File: src/rsid_pkg.sv
`default_nettype none
// ----------------------------------------------------------------------------
// rsid_pkg
// Shared constants, types and GF(16) arithmetic for the RS(15,3) ID encoder.
// ----------------------------------------------------------------------------
package rsid_pkg;

    localparam int NUM_SYMBOLS = 15;
    localparam int NUM_ROOTS   = 12;
    localparam int SYM_W       = 4;
    localparam int IDX_W       = 4;
    localparam int CODE_W      = 12;
    localparam int ROUND_W     = $clog2(NUM_ROOTS);

    // x^4 + x^3 + 1
    localparam logic [SYM_W:0] GF_POLY = 5'h19;

    localparam logic [SYM_W-1:0] ROOTS [NUM_ROOTS] = '{
        4'd2, 4'd4, 4'd8, 4'd9, 4'd11, 4'd15, 4'd7, 4'd14, 4'd5, 4'd10, 4'd13, 4'd3
    };

    typedef logic [NUM_SYMBOLS-1:0][SYM_W-1:0] t_word;

    typedef enum logic [1:0] {
        CORE_EMPTY,
        CORE_RUN,
        CORE_FULL
    } t_core_state;

    typedef struct packed {
        logic             load;
        logic             step;
        logic [SYM_W-1:0] root;
    } t_cell_ctl;

    function automatic logic [SYM_W-1:0] gf_mul(input logic [SYM_W-1:0] a,
                                                input logic [SYM_W-1:0] b);
        logic [SYM_W-1:0] acc;
        logic [SYM_W:0]   x;
        acc = '0;
        x   = {1'b0, a};
        for (int k = 0; k < SYM_W; k++) begin
            if (b[k]) begin
                acc = acc ^ x[SYM_W-1:0];
            end
            x = {x[SYM_W-1:0], 1'b0};
            if (x[SYM_W]) begin
                x = x ^ GF_POLY;
            end
        end
        return acc;
    endfunction

endpackage
`default_nettype wire

File: src/rsid_cell.sv
`default_nettype none
// ----------------------------------------------------------------------------
// rsid_cell
// One symbol of the code word register: per round, multiply own symbol by
// the current root and add the lower neighbor's old symbol.
// ----------------------------------------------------------------------------
module rsid_cell (
    input  wire logic                       i_clk,
    input  wire rsid_pkg::t_cell_ctl        i_ctl,
    input  wire logic [rsid_pkg::SYM_W-1:0] i_load_sym,
    input  wire logic [rsid_pkg::SYM_W-1:0] i_prev_sym,
    output logic      [rsid_pkg::SYM_W-1:0] o_sym
);

    logic [rsid_pkg::SYM_W-1:0] r_sym;
    logic [rsid_pkg::SYM_W-1:0] n_sym;

    always_comb begin
        n_sym = r_sym;
        if (i_ctl.load) begin
            n_sym = i_load_sym;
        end else if (i_ctl.step) begin
            n_sym = i_prev_sym ^ rsid_pkg::gf_mul(r_sym, i_ctl.root);
        end
    end

    always_ff @(posedge i_clk) begin
        r_sym <= n_sym;
    end

    assign o_sym = r_sym;

endmodule
`default_nettype wire

File: src/rsid_serializer.sv
`default_nettype none
// ----------------------------------------------------------------------------
// rsid_serializer
// Output shift line: takes a finished code word in parallel and sends it
// one symbol per word, index 0 first.
// ----------------------------------------------------------------------------
module rsid_serializer (
    input  wire logic                       i_clk,
    input  wire logic                       i_rst_n,
    input  wire logic                       i_load,
    input  wire rsid_pkg::t_word            i_word,
    output logic                            o_ready,
    output logic                            o_tvalid,
    input  wire logic                       i_tready,
    output logic [rsid_pkg::SYM_W-1:0]      o_symbol,
    output logic [rsid_pkg::IDX_W-1:0]      o_index,
    output logic                            o_tlast
);

    rsid_pkg::t_word             r_buf;
    logic                        r_valid;
    logic [rsid_pkg::IDX_W-1:0]  r_cnt;
    logic                        w_last;
    logic                        w_take;

    assign w_last  = (r_cnt == rsid_pkg::IDX_W'(rsid_pkg::NUM_SYMBOLS - 1));
    assign w_take  = r_valid && i_tready;
    assign o_ready = !r_valid || (w_take && w_last);

    always_ff @(posedge i_clk) begin
        if (!i_rst_n) begin
            r_valid <= 1'b0;
            r_cnt   <= '0;
        end else if (i_load) begin
            r_valid <= 1'b1;
            r_cnt   <= '0;
        end else if (w_take) begin
            r_valid <= !w_last;
            r_cnt   <= w_last ? '0 : r_cnt + 1'b1;
        end
    end

    // advance the shift line toward symbol 0 on every taken word
    always_ff @(posedge i_clk) begin
        if (i_load) begin
            r_buf <= i_word;
        end else if (w_take) begin
            for (int k = 0; k < rsid_pkg::NUM_SYMBOLS - 1; k++) begin
                r_buf[k] <= r_buf[k+1];
            end
        end
    end

    assign o_tvalid = r_valid;
    assign o_symbol = r_buf[0];
    assign o_index  = r_cnt;
    assign o_tlast  = w_last;

endmodule
`default_nettype wire

File: src/rs_gf16_id_encoder.sv
`default_nettype none
// ----------------------------------------------------------------------------
// rs_gf16_id_encoder
// Reed-Solomon (15,3) encoder over GF(16) for a 12-bit identifier code.
// ----------------------------------------------------------------------------
// Usage:
//   Slave channel: one word carries a 12-bit code in tdata[11:0].
//   Master channel: fifteen words per code, tdata[3:0] the symbol,
//   tdata[7:4] its index (0 first), tlast on index 14.
//   A row of fifteen symbol cells runs the twelve root rounds, one round
//   per cycle, all cells in parallel; the finished word moves into an
//   output shift line that sends one symbol per cycle while tready is high.
//   The first symbol is valid once the rounds end and the word is handed off.
//   Codes are paced by the one-symbol output channel; the cell row takes
//   the next code while the previous word is still being sent.
//   Reset empties the cell row and the shift line; nothing else is kept.
//   When the receiver stalls, the shift line holds its symbol, a finished
//   word waits in the cell row, and tready falls until the line frees up.
// ----------------------------------------------------------------------------
module rs_gf16_id_encoder (
    input  wire logic        i_clk,
    input  wire logic        i_rst_n,
    input  wire logic        i_s_axis_tvalid,
    output logic             o_s_axis_tready,
    input  wire logic [15:0] i_s_axis_tdata,   // [11:0] code, [15:12] zero
    output logic             o_m_axis_tvalid,
    input  wire logic        i_m_axis_tready,
    output logic [7:0]       o_m_axis_tdata,   // [3:0] symbol, [7:4] symbol_index
    output logic             o_m_axis_tlast
);

    rsid_pkg::t_core_state           r_state;
    rsid_pkg::t_core_state           n_state;
    logic [rsid_pkg::ROUND_W-1:0]    r_round;
    logic [rsid_pkg::ROUND_W-1:0]    n_round;
    logic                            w_accept;
    logic                            w_handoff;
    logic                            w_ser_ready;
    rsid_pkg::t_cell_ctl             w_ctl;
    rsid_pkg::t_word                 w_load;
    rsid_pkg::t_word                 w_word;
    logic [rsid_pkg::SYM_W-1:0]      w_symbol;
    logic [rsid_pkg::IDX_W-1:0]      w_index;

    assign w_handoff       = (r_state == rsid_pkg::CORE_FULL) && w_ser_ready;
    assign o_s_axis_tready = (r_state == rsid_pkg::CORE_EMPTY) || w_handoff;
    assign w_accept        = i_s_axis_tvalid && o_s_axis_tready;

    always_ff @(posedge i_clk) begin
        if (!i_rst_n) begin
            r_state <= rsid_pkg::CORE_EMPTY;
            r_round <= '0;
        end else begin
            r_state <= n_state;
            r_round <= n_round;
        end
    end

    always_comb begin
        n_state = r_state;
        n_round = r_round;
        unique case (r_state)
            rsid_pkg::CORE_EMPTY: begin
                if (w_accept) begin
                    n_state = rsid_pkg::CORE_RUN;
                    n_round = '0;
                end
            end
            rsid_pkg::CORE_RUN: begin
                if (r_round == rsid_pkg::ROUND_W'(rsid_pkg::NUM_ROOTS - 1)) begin
                    n_state = rsid_pkg::CORE_FULL;
                    n_round = '0;
                end else begin
                    n_round = r_round + 1'b1;
                end
            end
            rsid_pkg::CORE_FULL: begin
                if (w_accept) begin
                    n_state = rsid_pkg::CORE_RUN;
                    n_round = '0;
                end else if (w_handoff) begin
                    n_state = rsid_pkg::CORE_EMPTY;
                end
            end
            default: begin
                n_state = rsid_pkg::CORE_EMPTY;
                n_round = '0;
            end
        endcase
    end

    assign w_ctl.load = w_accept;
    assign w_ctl.step = (r_state == rsid_pkg::CORE_RUN);
    assign w_ctl.root = rsid_pkg::ROOTS[r_round];

    // high nibble first into the three lowest cells, the rest start at zero
    always_comb begin
        w_load    = '0;
        w_load[0] = i_s_axis_tdata[11:8];
        w_load[1] = i_s_axis_tdata[7:4];
        w_load[2] = i_s_axis_tdata[3:0];
    end

    for (genvar g = 0; g < rsid_pkg::NUM_SYMBOLS; g++) begin : g_cell
        logic [rsid_pkg::SYM_W-1:0] w_prev;
        if (g == 0) begin : g_first
            assign w_prev = '0;
        end else begin : g_rest
            assign w_prev = w_word[g-1];
        end
        rsid_cell u_cell (
            .i_clk      (i_clk),
            .i_ctl      (w_ctl),
            .i_load_sym (w_load[g]),
            .i_prev_sym (w_prev),
            .o_sym      (w_word[g])
        );
    end

    rsid_serializer u_ser (
        .i_clk    (i_clk),
        .i_rst_n  (i_rst_n),
        .i_load   (w_handoff),
        .i_word   (w_word),
        .o_ready  (w_ser_ready),
        .o_tvalid (o_m_axis_tvalid),
        .i_tready (i_m_axis_tready),
        .o_symbol (w_symbol),
        .o_index  (w_index),
        .o_tlast  (o_m_axis_tlast)
    );

    assign o_m_axis_tdata = {w_index, w_symbol};

`ifndef SYNTH
    a_round_range: assert property (@(posedge i_clk) disable iff (!i_rst_n)
        (r_state == rsid_pkg::CORE_RUN) |->
            (r_round < rsid_pkg::ROUND_W'(rsid_pkg::NUM_ROOTS)))
        else $error("round counter out of range");

    a_accept_runs: assert property (@(posedge i_clk) disable iff (!i_rst_n)
        (i_s_axis_tvalid && o_s_axis_tready) |=>
            (r_state == rsid_pkg::CORE_RUN) && (r_round == '0))
        else $error("accepted code did not start the rounds");

    a_handoff_first: assert property (@(posedge i_clk) disable iff (!i_rst_n)
        w_handoff |=> o_m_axis_tvalid && (o_m_axis_tdata[7:4] == '0))
        else $error("handed-off word does not start at symbol 0");

    a_last_index: assert property (@(posedge i_clk) disable iff (!i_rst_n)
        (o_m_axis_tvalid && o_m_axis_tlast) |->
            (o_m_axis_tdata[7:4] == rsid_pkg::IDX_W'(rsid_pkg::NUM_SYMBOLS - 1)))
        else $error("tlast not on the final symbol");
`endif

endmodule
`default_nettype wire

File: config.mk
export PLATFORM = sky130hd
export DESIGN_NAME = rs_gf16_id_encoder
export DESIGN_NICKNAME = d
export VERILOG_FILES = /design/src/rsid_pkg.sv /design/src/rsid_cell.sv /design/src/rsid_serializer.sv /design/src/rs_gf16_id_encoder.sv
export SDC_FILE = /design/constraint.sdc
export NUM_CORES = 1
export LEC_CHECK = 0
export ABC_CLOCK_PERIOD_IN_PS = 7800
export BUFFER_PORTS_ARGS = -buffer_cell sky130_fd_sc_hd__buf_2
export CAP_MARGIN = 10
export CORE_ASPECT_RATIO = 1.2
export CORE_MARGIN = 2
export CORE_UTILIZATION = 31
export CTS_BUF_LIST = sky130_fd_sc_hd__clkbuf_16
export DETAILED_ROUTE_END_ITERATION = 12
export PLACE_DENSITY = 0.41
export RECOVER_POWER = 25
export SLEW_MARGIN = 15
export SYNTH_ARGS = -nofsm -noshare
export SYNTH_HDL_FRONTEND = slang
export SYNTH_HIERARCHICAL = 1
export SYNTH_SLANG_ARGS = --single-unit
File: constraint.sdc
create_clock -name i_clk -period 7.8 [get_ports i_clk]
set_input_delay 1.17 -clock i_clk [delete_from_list [all_inputs] [get_ports i_clk]]
set_output_delay 1.17 -clock i_clk [all_outputs]
set_load 0.03 [all_outputs]
== After elaboration in Yosys (flattened, before gate mapping) ==
Memories as Yosys holds them, arrays and structs flattened.
Cells that the tools add are included.

* Bits of input ports: 20
* Register bits after elaboration: 131
* Output and inout bits: 11
* ROM bits: 64
* Memories kept: 1

* Magnitude comparators: 1
* Equality and inequality tests: 8
* Reductions and logical operators: 14
* $add $sub $neg: 2
* Mux-type cells: 334
* Bitwise operators: 106

{| class="wikitable"
|+ Memories
! memory !! words !! bits a word !! read ports !! clocked after Yosys merged registers in !! write ports !! line !! text
|-
| (name not given) || 16 || 4 || 1 || 0 || 0 || rs_gf16_id_encoder.sv:94 || <nowiki>assign w_ctl.root = rsid_pkg::ROOTS[r_round];</nowiki>
|}

{| class="wikitable"
|+ Operators with widths
! operator !! number
|-
| 2-to-1 mux 4 bit || 324
|-
| bitwise XOR 4 bit || 59
|-
| 2-to-1 mux 56 bit || 2
|-
| NOT 2 bit || 45
|-
| adder 4 x 1 -> 4 bit (second input constant) || 2
|-
| == test 4 bit (second input constant) || 2
|-
| 2-to-1 mux 2 bit || 4
|-
| case mux 4 bit (2 select lines) || 1
|-
| case mux 2 bit (3 select lines) || 1
|-
| >= comparator 5 bit (second input constant) || 1
|-
| NOT 4 -> 5 bit || 1
|-
| logical AND 1 bit || 4
|-
| inequality test 2 bit (second input constant) || 2
|-
| nonzero test 2 bit || 2
|-
| OR reduction 2 bit || 2
|-
| inequality test 3 bit (second input constant) || 1
|-
| AND reduction 3 bit || 1
|-
| == test 2 x 1 -> 1 bit (second input constant) || 1
|-
| == test 2 bit (second input constant) || 1
|-
| zero test 1 bit || 2
|-
| zero test 2 bit || 1
|-
| logical OR 1 bit || 2
|-
| 2-to-1 mux 1 bit || 2
|-
| inequality test 2 x 1 -> 1 bit (second input constant) || 1
|-
| NOT 1 bit || 1
|}

== Logic depth before layout (Yosys ltp) ==
* Depth after elaboration: 22
* Gate-level depth with buffers: 10
* Mapped depth without buffers: 10

== Modules after synthesis ==
Netlist, hierarchy kept.

{| class="wikitable"
|+ By module, submodules not included
! module !! instances !! cells each !! area an instance (µm²) !! sequential area each (µm²)
|-
| rsid_cell || 15 || 55 || 457.9 || 120.1
|-
| rsid_serializer || 1 || 152 || 2731.4 || 1901.8
|-
| rs_gf16_id_encoder || 1 || 61 || 476.7 || 120.1
|}

== Least setup slack after synthesis ==
Ideal clock, no wire load.

* Path type: register -> register
* From: register r_round[0] in the netlist's numbering
* To: register g_cell[0].u_cell.r_sym (netlist bit g_cell[0].u_cell/o_sym[2]) (data pin)
* Clock period less this slack: 6.589 ns
* Path slack: 1.211 ns
* Library setup time: 0.268 ns
* Stages on the path, launching flop included: 11
* Arrival: 6.321 ns
* Cells stage by stage: dfxtp_1 inv_1 ha_1 nand2_1 o21ai_0 o21ai_0 nand2_1 xnor2_1 xnor2_1 xnor2_1 o21ai_0

{| class="wikitable"
|+ RTL lines
! what !! line !! text
|-
| start, declared || rs_gf16_id_encoder.sv:34 || <nowiki>logic [rsid_pkg::ROUND_W-1:0] r_round;</nowiki>
|-
| start signal, assigned || rs_gf16_id_encoder.sv:55 || <nowiki>r_round <= n_round;</nowiki>
|-
| end signal, assigned || rsid_cell.sv:28 || <nowiki>r_sym <= n_sym;</nowiki>
|-
| end, declared || rsid_cell.sv:15 || <nowiki>logic [rsid_pkg::SYM_W-1:0] r_sym;</nowiki>
|}

== Worst setup path in the final report ==
* From: input i_m_axis_tready
* To: register u_ser/r_buf[38] in the netlist's numbering, enable pin

* Word-level cells in the longest chain between the ends: 5

{| class="wikitable"
|+ RTL lines
! what !! line !! text
|-
| start, declared || rs_gf16_id_encoder.sv:27 || <nowiki>input wire logic i_m_axis_tready,</nowiki>
|-
| logical AND 1 bit || rsid_serializer.sv:27 || <nowiki>assign w_take = r_valid && i_tready;</nowiki>
|-
| logical AND 1 bit || rsid_serializer.sv:28 || <nowiki>assign o_ready = !r_valid || (w_take && w_last);</nowiki>
|-
| logical OR 1 bit || rsid_serializer.sv:28 ||
|-
| via w_ser_ready || rs_gf16_id_encoder.sv:38 || <nowiki>logic w_ser_ready;</nowiki>
|-
| logical AND 1 bit || rs_gf16_id_encoder.sv:45 || <nowiki>assign w_handoff = (r_state == rsid_pkg::CORE_FULL) && w_ser_ready;</nowiki>
|-
| via w_handoff || rs_gf16_id_encoder.sv:37 || <nowiki>logic w_handoff;</nowiki>
|-
| nonzero test 2 bit (no source line) || n/a ||
|-
| end signal, assigned || rsid_serializer.sv:46 || <nowiki>r_buf <= i_word;</nowiki>
|-
| end signal, assigned by index || rsid_serializer.sv:49 || <nowiki>r_buf[k] <= r_buf[k+1];</nowiki>
|-
| end, declared || rsid_serializer.sv:20 || <nowiki>rsid_pkg::t_word r_buf;</nowiki>
|}

The timed path passes the listed nets, and every way through them passes these cells.
A chain may end at the register's enable or synchronous reset.

==> qor.yml <==
sta:
  min_period_ns: 5.23
  maxSlewViolCount: 110
  fin_skew_ns: 0.0121
  whs_ns: 0.516
  tns_ns: 0
  hold_viol_final: 0
  max_freq_mhz: 191
  worst_pin_slew_ns: 3.66
  setup_violations: 0
  grt_setup_unrepaired: "false"
  slew_headroom_pct: -144
  fin_crit_sh_pct: 67.0
yosys:
  synth_seq_area_share_pct: 37.9
  yosysWarnings: 6
  synth.distinct_cells: 48
  avgSynthCellArea_um2: 9.71
  syn-cell-area_um2: 10100
  synth.ff_latch_count: 131
  synthFlopType: "edfxtp_1"
  synth_edf_count: 120
  synth_cells: 1038
  synth-async-reset-ratio_pct: 0
floorplan:
  start_util_pct: 31.3
  io_pins: 31
  dieHeight_um: 202
  num_rows: 72
  die_x_um: 169
  die_area_um2: 34000
  core-area_um2: 32200
finish:
  antennaDiodeCount: 0
  fin_area_um2: 11300
  fill_cells: 3292
  drive_above_1_share_pct: 13.0
  fin_nets: 1129
  syn_to_final_growth_pct: 11.9
worst_setup_path:
  arrival_ns: 5.27
  worstPathMaxFanout: 62
  worstSetupPathType: "primary input to flop"
  rr_worst_depth: 8
  start_kind: "primary input"
  crit_required_ns: 7.84
  end_kind: "flop"
power:
  finalPower_mw: 2.92
  power_density_nw_per_um2: 259
  ir_worst_vdd_mv: 0.148
  p_leak_nw: 4.08
detailed_routing:
  vias: 7099
  routedWlPerCell_um: 15.5
  drt_pre_antenna_iters: 4
  via_per_inst: 4.66
  ant_nets: 0
  drcViolationCount: 0
  drt-total-wl_mm: 23.5
  drtIter0Drc: 352
clocking:
  cts-buffers-inserted: 17
  cts_buffer_depth: 2
  cts_hold_buf: 0
  worstSkewPairLatency_ns: 0.42
  cts_resized: 0
  tritoncts: "done"
  clk_pin_slew_worst_paths_ns: 0.06
  cts.sink_count: 131
  root_buffer: "clkbuf_16"
  cts_setup_buffers: 0
  htreeDepth: 4
place:
  finalWeightedCongestion: 0.682
  dp_hpwl_mm: 14.1
  place_area_um2: 10700
  port_buffers: 26
global_routing:
  grt_usage_pct: 14.4
  use_met3_pct: 2.16
  grt.busiest_layer: "met2"
  grt_max_degree: 91
  grt_use_met2_pct: 25.5
  grt_remaining_overflow: 0
  grt_pass1_wl_mm: 38.6
  met1_usage_pct: 18.3
  grt_pass1_vias: 7114
  grt_antenna_before_repair: 0
min_path:
  min_path_cells: 1
  holdCritPathClass: "flop to flop"
run_status:
  violations: "max-capacitance violations, max-slew violations"
  status: "finished, violations left"
job:
  maxCapViolCount: 2
==> routing by layer <==
metal | wire (µm) | part of all wire (%) | up-vias
met4 | 210 | 0.89 | 0
met5 | 0 | 0 | -
met1 | 11000 | 47 | 3338
li1 | - | - | 3693
met2 | 11800 | 50 | 56
met3 | 489 | 2.1 | 12
==> critical path, stage by stage <==
cell and delay (ns):
clkbuf_1 0.18, nand2_1 0.07, nand2_1 0.13, and3_2 0.19, clkbuf_1 2.55, inv_2 0.14
nand2_2 0.15, buf_4 0.62
==> synthesized netlist by cell type (all sizes together) (2+ instances only) <==
library cell  instances  area (µm²)
or2                  15        93.8
nor2                 19        71.3
xnor3                15         338
nand3b               16         120
nor2b                 3        18.8
dfxtp                11         220
o31ai                30         300
nand2               277        1040
a31oi                 4        25.0
a21oi                38         190
o211ai               32         315
xnor2               120        1050
a311oi                2        17.5
xor3                 15         357
o21ai                65         325
clkbuf               16        60.1
or3                  15        93.8
buf                  26         255
inv                  37         139
edfxtp              120        3600
and3                 17         108
mux2                 56         631
nor3                  5        25.0
a211oi                2        15.0
nand3                17        85.1
xor2                 46         403
ha                    6        75.1
==> per-stage QoR <==
stage               cells  setup WS [ns]  utilization [%]
floorplan            1090           1.21                -
global placement     1491           4.13             33.3
detailed placement   1491           4.14             33.3
CTS                  1523           4.28             35.1
global route         1523           2.02             35.1
finish               1523           2.57             35.1
==> placed cells by master (no fill, tap or decap), types with 16 or more instances in the layout <==
cell,instances
edfxtp_1,120
conb_1,53
xor2_1,46
a21oi_1,35
inv_1,37
nand3_1,17
mux2_1,19
nand2_1,276
o211ai_1,17
o21ai_0,63
xnor2_1,120
nand3b_1,16
nor2_1,19
clkbuf_16,17
mux2_2,37
==> area by class of cell <==
| class | count | area (µm²) | area share, % |
|---|---|---|---|
| Clock buffer | 17 | 425 | 3.77 |
| Tap cell | 407 | 509 | 4.52 |
| Sequential cell | 131 | 3820 | 33.9 |
| Clock inverter | 15 | 146 | 1.30 |
| Inverter | 37 | 139 | 1.23 |
| Timing Repair Buffer | 36 | 184 | 1.63 |
| Multi-Input combinational cell | 880 | 6050 | 53.6 |
==> sequential cells by signal, indices dropped and copies added (netlist names) <==
signal	count
g_cell.u_cell/o_sym	60
u_ser/o_symbol	4
u_ser/o_index	4
r_round	4
u_ser/o_tvalid	1
r_state	2
u_ser/r_buf	56
==> cells by family after synthesis <==
group / share of synthesized area, %
xor gates and xnor gates: 21.3
and+or+nand+nor: 17.0
muxes: 6.26
AOI/OAI and AO/OA: 12.2
other: 0.0372
DFF: 37.9
adders and majority gates: 0.745
buffers and inverters: 4.51
==> final timing paths <==
path                    start         endpoint  slack [ns]
min reg2reg   u_ser/r_buf[38]  u_ser/r_buf[34]        0.52
max reg2reg  u_ser/o_index[0]  u_ser/r_buf[38]        2.74
min           u_ser/r_buf[38]  u_ser/r_buf[34]        0.52
max           i_m_axis_tready  u_ser/r_buf[38]        2.57
==> power by group <==
part | switching (mW) | total, mW | internal [mW]
Combinational | 0.459 | 0.984 | 0.525
Clock | 0.349 | 0.796 | 0.447
Sequential | 0.236 | 1.14 | 0.903
Power figures use the tool's default switching activity.
